`config.mk`:
```
export PLATFORM = sky130hd
export DESIGN_NAME = first_fit_aligned_region_allocator
export DESIGN_NICKNAME = d
export VERILOG_FILES = /design/src/rtl/ffara_pkg.sv /design/src/rtl/ffara_ram.sv /design/src/rtl/ffara_rem.sv /design/src/rtl/ffara_dp.sv /design/src/rtl/ffara_ctrl.sv /design/src/rtl/first_fit_aligned_region_allocator.sv
export VERILOG_INCLUDE_DIRS = /design/src /design/src/rtl
export SDC_FILE = /design/constraint.sdc
export NUM_CORES = 2
export LEC_CHECK = 0
export BUFFER_PORTS_ARGS = -buffer_cell sky130_fd_sc_hd__buf_2
export CAP_MARGIN = 20
export CORE_UTILIZATION = 55
export CTS_BUF_LIST = sky130_fd_sc_hd__clkbuf_8
export CTS_CLUSTER_SIZE = 8
export DETAILED_ROUTE_END_ITERATION = 7
export GPL_TIMING_DRIVEN = 0
export PLACE_DENSITY = 0.71
export SETUP_SLACK_MARGIN = 0.05
export SLEW_MARGIN = 20
export SYNTH_ARGS = -nofsm -noshare
export SYNTH_HDL_FRONTEND = slang
export SYNTH_SLANG_ARGS = --single-unit
```
`constraint.sdc`:
```
create_clock -name clk -period 10.74 [get_ports clk]
set_input_delay 2.148 -clock clk [delete_from_list [all_inputs] [get_ports clk]]
set_output_delay 2.148 -clock clk [all_outputs]
set_load 0.02 [all_outputs]
```
`src/rtl/first_fit_aligned_region_allocator_macros.svh`:
```
// Assertion macros shared by the region allocator RTL.
// Depends on nothing; users must have signals named clk and arst_n in scope.
`ifndef FIRST_FIT_ALIGNED_REGION_ALLOCATOR_MACROS_SVH
`define FIRST_FIT_ALIGNED_REGION_ALLOCATOR_MACROS_SVH

`ifndef SYNTHESIS
// Checks a property on every rising clock edge outside of reset.
`define FFARA_ASSERT(lbl, prop, msg) \
	lbl: assert property (@(posedge clk) disable iff (!arst_n) prop) \
		else $error(msg);
// Checks that a condition never holds outside of reset.
`define FFARA_NEVER(lbl, cond, msg) \
	lbl: assert property (@(posedge clk) disable iff (!arst_n) !(cond)) \
		else $error(msg);
`else
`define FFARA_ASSERT(lbl, prop, msg)
`define FFARA_NEVER(lbl, cond, msg)
`endif

`endif

```
`src/rtl/ffara_pkg.sv`:
```
// Types, codes and constants of the first-fit aligned region allocator.
// Used by every module of the block but ffara_ram; depends on nothing.
package ffara_pkg;

	localparam int ADDR_BITS       = 32;
	localparam int OWNER_BITS      = 8;
	localparam int MAX_REGIONS_DEF = 16;
	// The end of a region needs one more bit, its rounded-up end two more.
	localparam int END_BITS        = ADDR_BITS + 1;
	localparam int LAST_BITS       = ADDR_BITS + 2;

	typedef enum logic {
		KIND_ALLOC = 1'b0,
		KIND_FREE  = 1'b1
	} kind_t;

	typedef enum logic [1:0] {
		STAT_OK        = 2'd0,
		STAT_NO_SPACE  = 2'd1,
		STAT_FULL      = 2'd2,
		STAT_NOT_FOUND = 2'd3
	} status_t;

	typedef struct packed {
		kind_t                 kind;
		logic [OWNER_BITS-1:0] owner_id;
		logic [ADDR_BITS-1:0]  req_length;
		logic [ADDR_BITS-1:0]  req_align;
	} req_t;

	typedef struct packed {
		status_t              status;
		logic [ADDR_BITS-1:0] region_offset;
	} rsp_t;

	typedef struct packed {
		logic [ADDR_BITS-1:0]  start;
		logic [ADDR_BITS-1:0]  length;
		logic [OWNER_BITS-1:0] owner;
	} entry_t;

	typedef enum logic [2:0] {
		S_IDLE,
		S_ALLOC_SCAN,
		S_ALLOC_MOD,
		S_SHIFT_UP,
		S_WRITE_NEW,
		S_FREE_SCAN,
		S_SHIFT_DOWN
	} state_t;

	typedef enum logic [2:0] {
		IDX_HOLD,
		IDX_INC,
		IDX_DEC,
		IDX_CLEAR,
		IDX_LAST
	} idx_op_t;

	typedef enum logic [1:0] {
		WR_NONE,
		WR_UP,
		WR_DOWN,
		WR_NEW
	} wr_op_t;

	typedef enum logic [1:0] {
		CNT_HOLD,
		CNT_INC,
		CNT_DEC
	} cnt_op_t;

	typedef struct packed {
		logic    load_req;
		idx_op_t idx_op;
		logic    step_end;
		logic    rem_start;
		logic    rem_apply;
		logic    save_pos;
		logic    save_offset;
		wr_op_t  wr_op;
		cnt_op_t cnt_op;
		logic    respond;
		status_t rsp_status;
	} dp_cmd_t;

	typedef struct packed {
		logic at_count;
		logic at_pos;
		logic full;
		logic gap_fit;
		logic tail_fit;
		logic pow2;
		logic owner_hit;
		logic rem_done;
	} dp_sts_t;

endpackage

```
`src/rtl/ffara_ram.sv`:
```
// Generic single-write, single-read RAM with a registered read port.
// Depends on nothing.
module ffara_ram #(
	parameter int WIDTH = 8,
	parameter int DEPTH = 16
) (
	input  logic                     clk,
	input  logic                     we,
	input  logic [$clog2(DEPTH)-1:0] waddr,
	input  logic [WIDTH-1:0]         wdata,
	input  logic [$clog2(DEPTH)-1:0] raddr,
	output logic [WIDTH-1:0]         rdata
);

	logic [WIDTH-1:0] mem_q [DEPTH];
	logic [WIDTH-1:0] rdata_q;

	always_ff @(posedge clk) begin
		if (we) begin
			mem_q[waddr] <= wdata;
		end
		rdata_q <= mem_q[raddr];
	end

	assign rdata = rdata_q;

endmodule

```
`src/rtl/ffara_rem.sv`:
```
// Bit-serial remainder unit: one dividend bit per cycle, restoring form.
// Depends on ffara_pkg and the assertion macro header.
`include "first_fit_aligned_region_allocator_macros.svh"

module ffara_rem
	import ffara_pkg::*;
(
	input  logic                 clk,
	input  logic                 arst_n,
	input  logic                 start,
	input  logic [END_BITS-1:0]  dividend,
	input  logic [ADDR_BITS-1:0] divisor,
	output logic                 done,
	output logic [ADDR_BITS-1:0] rem
);

	localparam int CntW = $clog2(END_BITS + 1);

	logic                 busy_q;
	logic                 done_q;
	logic [CntW-1:0]      cnt_q;
	logic [END_BITS-1:0]  dvd_q;
	logic [ADDR_BITS-1:0] div_q;
	logic [ADDR_BITS-1:0] rem_q;
	logic [ADDR_BITS:0]   trial;
	logic [ADDR_BITS:0]   diff;
	logic                 ge;

	assign trial = {rem_q, dvd_q[END_BITS-1]};
	assign ge    = trial >= {1'b0, div_q};
	assign diff  = trial - {1'b0, div_q};

	always_ff @(posedge clk or negedge arst_n) begin
		if (!arst_n) begin
			busy_q <= 1'b0;
			done_q <= 1'b0;
			cnt_q  <= '0;
		end else begin
			done_q <= 1'b0;
			if (start) begin
				busy_q <= 1'b1;
				cnt_q  <= CntW'(END_BITS);
			end else if (busy_q) begin
				cnt_q <= cnt_q - CntW'(1);
				if (cnt_q == CntW'(1)) begin
					busy_q <= 1'b0;
					done_q <= 1'b1;
				end
			end
		end
	end

	always_ff @(posedge clk) begin
		if (start) begin
			dvd_q <= dividend;
			div_q <= divisor;
			rem_q <= '0;
		end else if (busy_q) begin
			dvd_q <= dvd_q << 1;
			// A trial below the divisor is below 2^ADDR_BITS, so the drop is safe.
			rem_q <= ge ? diff[ADDR_BITS-1:0] : trial[ADDR_BITS-1:0];
		end
	end

	assign done = done_q;
	assign rem  = rem_q;

	`FFARA_ASSERT(a_rem_below_div, done_q |-> (rem_q < div_q), "remainder not below divisor")
	`FFARA_NEVER(a_start_while_busy, start && busy_q, "remainder unit restarted mid-run")

endmodule

```
`src/rtl/ffara_dp.sv`:
```
// Datapath of the region allocator: region table, request and scan registers,
// gap and tail tests, alignment rounding, result register.
// Depends on ffara_pkg, ffara_ram, ffara_rem and the assertion macro header.
`include "first_fit_aligned_region_allocator_macros.svh"

module ffara_dp
	import ffara_pkg::*;
#(
	parameter int MAX_REGIONS = MAX_REGIONS_DEF
) (
	input  logic                 clk,
	input  logic                 arst_n,
	input  dp_cmd_t              cmd,
	output dp_sts_t              sts,
	input  req_t                 req,
	input  logic                 cfg_write,
	input  logic [ADDR_BITS-1:0] cfg_data,
	output logic                 done,
	output rsp_t                 rsp
);

	localparam int IdxW  = $clog2(MAX_REGIONS + 1);
	localparam int AddrW = $clog2(MAX_REGIONS);

	// Configuration and table occupancy.
	logic [ADDR_BITS-1:0] pool_q;
	logic [IdxW-1:0]      count_q;
	logic [IdxW-1:0]      idx_q;
	logic [IdxW-1:0]      idx_d;
	logic [IdxW-1:0]      pos_q;

	// Latched request.
	kind_t                 kind_q;
	logic [OWNER_BITS-1:0] owner_q;
	logic [ADDR_BITS-1:0]  len_q;
	logic [ADDR_BITS-1:0]  align_q;
	logic [ADDR_BITS-1:0]  mask_q;
	logic                  pow2_q;

	// Scan state.
	logic [LAST_BITS-1:0] last_end_q;
	logic [END_BITS-1:0]  end_q;
	logic [ADDR_BITS-1:0] offset_q;

	logic                 done_q;
	rsp_t                 rsp_q;

	logic [ADDR_BITS-1:0] align_eff;
	logic [ADDR_BITS-1:0] mask_eff;
	entry_t               rd_entry;
	logic [$bits(entry_t)-1:0] ram_rdata;
	entry_t               wr_entry;
	logic                 ram_we;
	logic [IdxW-1:0]      wr_idx;
	logic [LAST_BITS:0]   need;
	logic [END_BITS-1:0]  end_sum;
	logic [LAST_BITS-1:0] rnd_pow2;
	logic [LAST_BITS-1:0] rnd_rem;
	logic [ADDR_BITS-1:0] rem_val;
	logic                 rem_done;
	logic [ADDR_BITS-1:0] offset_out;

	assign align_eff = (req.req_align == '0) ? ADDR_BITS'(1) : req.req_align;
	assign mask_eff  = align_eff - ADDR_BITS'(1);

	assign rd_entry = entry_t'(ram_rdata);

	// A zero-length request fits anywhere, so it never depends on the sums below.
	assign need    = {1'b0, last_end_q} + (LAST_BITS + 1)'(len_q);
	assign end_sum = END_BITS'(rd_entry.start) + END_BITS'(rd_entry.length);
	assign rnd_pow2 = (LAST_BITS'(end_sum) + LAST_BITS'(mask_q)) & ~LAST_BITS'(mask_q);
	assign rnd_rem  = (rem_val == '0) ? LAST_BITS'(end_q)
		: LAST_BITS'(end_q) + LAST_BITS'(align_q) - LAST_BITS'(rem_val);

	always_comb begin
		sts           = '0;
		sts.at_count  = idx_q == count_q;
		sts.at_pos    = idx_q == pos_q;
		sts.full      = count_q == IdxW'(MAX_REGIONS);
		sts.gap_fit   = (len_q == '0) || ((LAST_BITS + 1)'(rd_entry.start) >= need);
		sts.tail_fit  = (len_q == '0) || ((LAST_BITS + 1)'(pool_q) >= need);
		sts.pow2      = pow2_q;
		sts.owner_hit = rd_entry.owner == owner_q;
		sts.rem_done  = rem_done;
	end

	always_comb begin
		unique case (cmd.idx_op)
			IDX_HOLD:  idx_d = idx_q;
			IDX_INC:   idx_d = idx_q + IdxW'(1);
			IDX_DEC:   idx_d = idx_q - IdxW'(1);
			IDX_CLEAR: idx_d = '0;
			IDX_LAST:  idx_d = count_q - IdxW'(1);
			default:   idx_d = idx_q;
		endcase
	end

	always_comb begin
		wr_entry.start  = last_end_q[ADDR_BITS-1:0];
		wr_entry.length = len_q;
		wr_entry.owner  = owner_q;
		unique case (cmd.wr_op)
			WR_NONE: wr_idx = idx_q;
			WR_UP:   wr_idx = idx_q + IdxW'(1);
			WR_DOWN: wr_idx = idx_q - IdxW'(1);
			WR_NEW:  wr_idx = pos_q;
		endcase
		if (cmd.wr_op != WR_NEW) begin
			wr_entry = rd_entry;
		end
	end

	assign ram_we = cmd.wr_op != WR_NONE;

	ffara_ram #(
		.WIDTH ($bits(entry_t)),
		.DEPTH (MAX_REGIONS)
	) u_table (
		.clk   (clk),
		.we    (ram_we),
		.waddr (wr_idx[AddrW-1:0]),
		.wdata (wr_entry),
		.raddr (idx_d[AddrW-1:0]),
		.rdata (ram_rdata)
	);

	ffara_rem u_rem (
		.clk      (clk),
		.arst_n   (arst_n),
		.start    (cmd.rem_start),
		.dividend (end_sum),
		.divisor  (align_q),
		.done     (rem_done),
		.rem      (rem_val)
	);

	always_ff @(posedge clk or negedge arst_n) begin
		if (!arst_n) begin
			pool_q  <= '0;
			count_q <= '0;
			idx_q   <= '0;
			done_q  <= 1'b0;
		end else begin
			if (cfg_write) begin
				pool_q <= cfg_data;
			end
			idx_q  <= idx_d;
			done_q <= cmd.respond;
			unique case (cmd.cnt_op)
				CNT_HOLD: count_q <= count_q;
				CNT_INC:  count_q <= count_q + IdxW'(1);
				CNT_DEC:  count_q <= count_q - IdxW'(1);
				default:  count_q <= count_q;
			endcase
		end
	end

	// An allocation reports its placement, a free the start of the removed region.
	assign offset_out = (kind_q == KIND_ALLOC) ? last_end_q[ADDR_BITS-1:0] : offset_q;

	always_ff @(posedge clk) begin
		if (cmd.load_req) begin
			kind_q  <= req.kind;
			owner_q <= req.owner_id;
			len_q   <= req.req_length;
			align_q <= align_eff;
			mask_q  <= mask_eff;
			pow2_q  <= (align_eff & mask_eff) == '0;
		end
		priority if (cmd.load_req) begin
			last_end_q <= '0;
		end else if (cmd.step_end) begin
			last_end_q <= rnd_pow2;
		end else if (cmd.rem_apply) begin
			last_end_q <= rnd_rem;
		end else begin
			last_end_q <= last_end_q;
		end
		if (cmd.rem_start) begin
			end_q <= end_sum;
		end
		if (cmd.save_pos) begin
			pos_q <= idx_q;
		end
		if (cmd.save_offset) begin
			offset_q <= rd_entry.start;
		end
		if (cmd.respond) begin
			rsp_q.status        <= cmd.rsp_status;
			rsp_q.region_offset <= (cmd.rsp_status == STAT_OK) ? offset_out : '0;
		end
	end

	assign done = done_q;
	assign rsp  = rsp_q;

	`FFARA_ASSERT(a_count_bound, count_q <= IdxW'(MAX_REGIONS), "region count past table size")
	`FFARA_ASSERT(a_write_in_table, ram_we |-> (wr_idx <= count_q),
		"table write beyond the occupied entries")

endmodule

```
`src/rtl/ffara_ctrl.sv`:
```
// Controller of the region allocator: sequences the scan, the table shift and
// the result. Depends on ffara_pkg and the assertion macro header.
`include "first_fit_aligned_region_allocator_macros.svh"

module ffara_ctrl
	import ffara_pkg::*;
(
	input  logic    clk,
	input  logic    arst_n,
	input  logic    start,
	input  kind_t   kind,
	input  dp_sts_t sts,
	output dp_cmd_t cmd,
	output logic    busy
);

	state_t state_q;
	state_t state_d;

	always_ff @(posedge clk or negedge arst_n) begin
		if (!arst_n) begin
			state_q <= S_IDLE;
		end else begin
			state_q <= state_d;
		end
	end

	always_comb begin
		state_d = state_q;
		unique case (state_q)
			S_IDLE: begin
				if (start) begin
					if (kind == KIND_FREE) begin
						state_d = S_FREE_SCAN;
					end else if (!sts.full) begin
						state_d = S_ALLOC_SCAN;
					end
				end
			end
			S_ALLOC_SCAN: begin
				priority if (sts.at_count) begin
					state_d = sts.tail_fit ? S_WRITE_NEW : S_IDLE;
				end else if (sts.gap_fit) begin
					state_d = S_SHIFT_UP;
				end else if (!sts.pow2) begin
					state_d = S_ALLOC_MOD;
				end else begin
					state_d = S_ALLOC_SCAN;
				end
			end
			S_ALLOC_MOD: begin
				if (sts.rem_done) begin
					state_d = S_ALLOC_SCAN;
				end
			end
			S_SHIFT_UP: begin
				if (sts.at_pos) begin
					state_d = S_WRITE_NEW;
				end
			end
			S_WRITE_NEW: state_d = S_IDLE;
			S_FREE_SCAN: begin
				priority if (sts.at_count) begin
					state_d = S_IDLE;
				end else if (sts.owner_hit) begin
					state_d = S_SHIFT_DOWN;
				end else begin
					state_d = S_FREE_SCAN;
				end
			end
			S_SHIFT_DOWN: begin
				if (sts.at_count) begin
					state_d = S_IDLE;
				end
			end
			default: state_d = S_IDLE;
		endcase
	end

	always_comb begin
		cmd            = '0;
		cmd.idx_op     = IDX_HOLD;
		cmd.wr_op      = WR_NONE;
		cmd.cnt_op     = CNT_HOLD;
		cmd.rsp_status = STAT_OK;
		unique case (state_q)
			S_IDLE: begin
				if (start) begin
					if (kind == KIND_ALLOC && sts.full) begin
						cmd.respond    = 1'b1;
						cmd.rsp_status = STAT_FULL;
					end else begin
						cmd.load_req = 1'b1;
						cmd.idx_op   = IDX_CLEAR;
					end
				end
			end
			S_ALLOC_SCAN: begin
				priority if (sts.at_count) begin
					if (sts.tail_fit) begin
						cmd.save_pos = 1'b1;
					end else begin
						cmd.respond    = 1'b1;
						cmd.rsp_status = STAT_NO_SPACE;
					end
				end else if (sts.gap_fit) begin
					// Move the entries from the top down to open the slot.
					cmd.save_pos = 1'b1;
					cmd.idx_op   = IDX_LAST;
				end else if (sts.pow2) begin
					cmd.step_end = 1'b1;
					cmd.idx_op   = IDX_INC;
				end else begin
					cmd.rem_start = 1'b1;
				end
			end
			S_ALLOC_MOD: begin
				if (sts.rem_done) begin
					cmd.rem_apply = 1'b1;
					cmd.idx_op    = IDX_INC;
				end
			end
			S_SHIFT_UP: begin
				cmd.wr_op = WR_UP;
				if (!sts.at_pos) begin
					cmd.idx_op = IDX_DEC;
				end
			end
			S_WRITE_NEW: begin
				cmd.wr_op   = WR_NEW;
				cmd.cnt_op  = CNT_INC;
				cmd.respond = 1'b1;
			end
			S_FREE_SCAN: begin
				priority if (sts.at_count) begin
					cmd.respond    = 1'b1;
					cmd.rsp_status = STAT_NOT_FOUND;
				end else if (sts.owner_hit) begin
					cmd.save_offset = 1'b1;
					cmd.idx_op      = IDX_INC;
				end else begin
					cmd.idx_op = IDX_INC;
				end
			end
			S_SHIFT_DOWN: begin
				if (sts.at_count) begin
					cmd.cnt_op  = CNT_DEC;
					cmd.respond = 1'b1;
				end else begin
					cmd.wr_op  = WR_DOWN;
					cmd.idx_op = IDX_INC;
				end
			end
			default: begin
				cmd.idx_op = IDX_HOLD;
			end
		endcase
	end

	assign busy = state_q != S_IDLE;

	`FFARA_ASSERT(a_rsp_ends_item, cmd.respond |=> (state_q == S_IDLE),
		"result issued without the item ending")
	`FFARA_ASSERT(a_scan_not_full, (state_q == S_ALLOC_SCAN) |-> !sts.full,
		"allocation scan with a full table")

endmodule

```
`src/rtl/first_fit_aligned_region_allocator.sv`:
```
// First-fit aligned region allocator, top level.
// Depends on ffara_pkg, ffara_ctrl and ffara_dp.
//
// Usage: an item (req) is taken at a rising edge with start high and busy low.
// kind selects allocate or free. Allocate scans the address-ordered region
// table, placing the region in the first gap that fits after the previous
// region end rounded up to req_align, or after the last region if the pool
// still has room. Free removes the first region of owner_id.
// The result (rsp) is shown for exactly one cycle with done high; the
// receiver cannot stall, so it must take it in that cycle.
// pool_size is written through cfg_valid/cfg_ready/cfg_data while busy is low.
// With n occupied entries, a refused allocate on a full table answers from idle. A
// power-of-two allocate passes entries, makes the tail or gap decision, moves entries
// up, writes the new entry and loads the result register; passed and moved entries
// add up to n. With any other alignment, each entry passed also waits for the
// bit-serial remainder unit. A free scans for the owner and, on a hit, moves the
// later entries down. The single table RAM port pair sets the one-entry-per-cycle
// shift and, between remainder waits, scan. A new item is taken once busy drops.
// Reset empties the table and clears pool_size; no clearing pass is needed.
module first_fit_aligned_region_allocator
	import ffara_pkg::*;
#(
	parameter int MAX_REGIONS = MAX_REGIONS_DEF
) (
	input  logic                 clk,
	input  logic                 arst_n,
	input  logic                 start,
	output logic                 busy,
	input  req_t                 req,
	input  logic                 cfg_valid,
	output logic                 cfg_ready,
	input  logic [ADDR_BITS-1:0] cfg_data,
	output logic                 done,
	output rsp_t                 rsp
);

	dp_cmd_t cmd;
	dp_sts_t sts;

	assign cfg_ready = !busy;

	ffara_ctrl u_ctrl (
		.clk    (clk),
		.arst_n (arst_n),
		.start  (start),
		.kind   (req.kind),
		.sts    (sts),
		.cmd    (cmd),
		.busy   (busy)
	);

	ffara_dp #(
		.MAX_REGIONS (MAX_REGIONS)
	) u_dp (
		.clk       (clk),
		.arst_n    (arst_n),
		.cmd       (cmd),
		.sts       (sts),
		.req       (req),
		.cfg_write (cfg_valid && cfg_ready),
		.cfg_data  (cfg_data),
		.done      (done),
		.rsp       (rsp)
	);

endmodule

```
==> flow_summary.yaml <==
sta:
  maxSlewViolCount: 0
  hold_violations: 0
  setup_viol_count_final: 0
  whs_ns: 0.429
  clock_skew_ns: 0.0829
  fmax_ghz: 0.0990
  slew_headroom_pct: 16.6
  period_needed_ns: 10.10
  rsz0062_at_grt: "false"
  fin_crit_sh_pct: 94.1
  tightest_slew_ns: 1.25
die:
  dieWidth_um: 368
  row_count: 134
  core_mm2: 0.133
  die_y_um: 368
  dieArea_mm2: 0.136
  initial_core_util_pct: 55.4
  io_pins: 146
setup_path:
  endpoint_kind: "flip-flop"
  cp.required_ns: 11.59
  setup.worst_path.class: "flip-flop to flip-flop"
  startpoint_type: "flip-flop"
  path_delay_family: "compound AO/OA/AOI/OAI gates"
  crit_path_top_delay_cell: "mux2i_1"
  cpMostUsedCell: "a21oi_1"
  crit_fanout: 10
  critical_path.n_buffers_inverters: 3
  critical-path-max-stage-delay_ns: 0.74
  arrival_ns: 10.95
logic_synthesis:
  synth_area_leaders: "edfxtp_1 58%, nand2_1 6.2%, ha_1 4.4%"
  ys_types: 81
  avgSynthCellArea_um2: 12.0
  netlist_area_mm2: 0.0738
  syn_inst: 6152
  synth_top_area_share_pct: 58.1
  synth_edf_count: 1427
  synth_nets: 6559
  yosys_warnings: 0
  synth_seq_area_share_pct: 63.7
  synth-main-ff-cell: "edfxtp_1"
  yosysTopAreaCell: "edfxtp_1"
  yosys-top-cells-count: "1427 x edfxtp_1, 1227 x nand2_1, 488 x nand3_1, 330 x a21oi_1, 268 x nor2_1"
  synth.most_common_cell: "edfxtp_1"
  synth_seq_cells: 1619
  synth-async-reset-ratio_pct: 3.34
grt:
  grt_pass1_vias: 49600
  grtUsageTotal_pct: 31.7
  met1_usage_pct: 40.7
  gr-total-overflow: 0
  grt_pass1_wl_um: 315000
  grt_use_met2_pct: 50.1
  grt_max_degree: 55
  busiest_layer: "met2"
  antenna_found_initial: 15
  use_met3_pct: 7.04
placed_design:
  place.gp.congestion: 0.984
  hpwl_um: 160000
  port_buffers: 145
  dpl.cell_count: 8122
cts:
  cts_root_buf: "clkbuf_8"
  cts_made_buffers: 282
  clk_pin_slew_ns: 0.06
  cts_sinks: 1619
  cts_tree: "done"
  holdBufCountCts: 0
  cts_resized: 0
  clk_path_buf_depth: 4
  cts_post_setup_buffers_inserted: 0
  clock_latency_ns: 1.01
  cts_max_level: 5
finish:
  finalNetCount: 7045
  seqCellArea_mm2: 0.0470
  stdcell_count: 8598
  layout-drive-gt1-share_pct: 11.6
  multi_input_area_mm2: 0.0245
  areaGrowthSynthToFinish_pct: 12.5
  fill_cells: 10300
drt:
  drc: 0
  vias_per_cell: 5.93
  final_antenna_net_count: 0
  dr.pass1.iters: 6
  routed_wl_um: 217000
  drtIter0Drc: 6022
  post_drt_wl_per_cell_um: 25.2
  num_vias: 51000
hold_path:
  hold_path_class: "flip-flop to flip-flop"
job:
  maxCapViolations: 0
status:
  status: "completed"
==> placed cells by master (no fill, tap or decap), types with 55 or more instances in the layout <==
cell type / Yosys / routed
nand2_1: 1227 / 1227
o21ai_0: 139 / 136
a32oi_1: 75 / 75
buf_2: 108 / 252
a21oi_1: 330 / 330
mux2_2: 66 / 66
edfxtp_1: 1427 / 1427
clkbuf_8: 0 / 303
nor2_1: 268 / 251
nand3_1: 488 / 488
inv_1: 255 / 371
ha_1: 262 / 262
dfxtp_1: 138 / 138
mux2i_1: 261 / 261
clkbuf_1: 159 / 157
a21o_1: 55 / 55
nor3_1: 76 / 75
xor2_1: 71 / 71
xnor2_1: 89 / 89
==> metal layers <==
layer | share of wire [%] | wire, um
met5 | 0.047 | 102
met4 | 6.0 | 12900
met3 | 9.6 | 20700
met2 | 46 | 99700
met1 | 38 | 83100
==> final timing paths <==
path,end,from,cells past startpoint,slack (ns)
max,u_dp.u_table.rdata[29]$_DFF_P_,u_dp.len_q[15]$_DFFE_PP_,31,0.64
min,u_dp.u_rem.div_q[23]$_DFFE_PP_,u_dp.align_q[23]$_DFFE_PP_,0,0.43
max reg2reg,u_dp.u_table.rdata[29]$_DFF_P_,u_dp.len_q[15]$_DFFE_PP_,31,0.64
min reg2reg,u_dp.u_rem.div_q[23]$_DFFE_PP_,u_dp.align_q[23]$_DFFE_PP_,0,0.43
max in group asynchronous,u_dp.pool_q[5]$_DFFE_PN0P_,arst_n,1,8.95
min in group asynchronous,u_dp.u_rem.cnt_q[1]$_DFFE_PN0P_,arst_n,1,1.19
==> cells by family (layout without fill, tap and decap cells) <==
family / count (synthesis) / after routing / synth area share (%)
AND/OR/NAND/NOR: 2296 / 2296 / 13.5
flip-flops: 1619 / 1619 / 63.7
AO/OA/AOI/OAI: 883 / 883 / 7.63
buffers and inverters: 569 / 1237 / 3.32
multiplexers: 327 / 327 / 4.55
adder cells (fa/ha/maj): 298 / 298 / 5.42
XOR/XNOR: 160 / 160 / 1.90
other: 0 / 10 / 0
==> area by class of cell <==
| cell class | instances | share of cell area (%) |
|---|---|---|
| Sequential cell | 1619 | 56.6 |
| Multi-Input combinational cell | 3964 | 29.5 |
| Clock buffer | 303 | 5.02 |
| Tap cell | 1768 | 2.66 |
| Timing Repair Buffer | 202 | 2.31 |
| Buffer | 312 | 1.79 |
| Inverter | 257 | 1.17 |
| Clock inverter | 163 | 0.916 |
| Antenna cell | 10 | 0.0301 |
==> stage by stage <==
step	setup slack, ns	util (%)	setup TNS [ns]	cell area, um2
after floorplan	2.80	-	0	73800
after global placement	-0.700	57.6	-40.88	76700
after detailed placement	1.12	58.6	0	78100
after CTS	1.03	62.3	0	83000
after global routing	0.152	62.3	0	83000
final	0.635	62.3	0	83000
==> flip-flops by register name, summed over array words and instances (netlist names), 3 cells and up <==
register            cells
u_ctrl.state_q          3
u_dp.offset_q          32
u_dp.align_q           32
u_dp.u_rem.dvd_q       33
u_dp.u_table.rdata     72
u_dp.last_end_q        34
u_dp.u_rem.cnt_q        6
u_dp.u_rem.rem         32
u_dp.pos_q              5
u_dp.len_q             32
u_dp.u_table.mem_q   1152
u_dp.count_q            5
u_dp.u_rem.div_q       32
u_dp.rsp               34
u_dp.mask_q            32
u_dp.idx_q              5
u_dp.owner_q            8
u_dp.pool_q            32
u_dp.end_q             33
==> worst register-to-register path, delay by kind of cell (launching register included) <==
family          cells  cell delay [ns]
buf+inv             3             1.55
mux                 2             1.23
fa+ha+maj           2             0.70
compound gates     16             4.26
simple gates        7             1.22
flops               1             0.73
xor+xnor            1             0.29
Power is not shown: default switching activity piles up to over one toggle a cycle in this logic, so the estimate is an artifact.
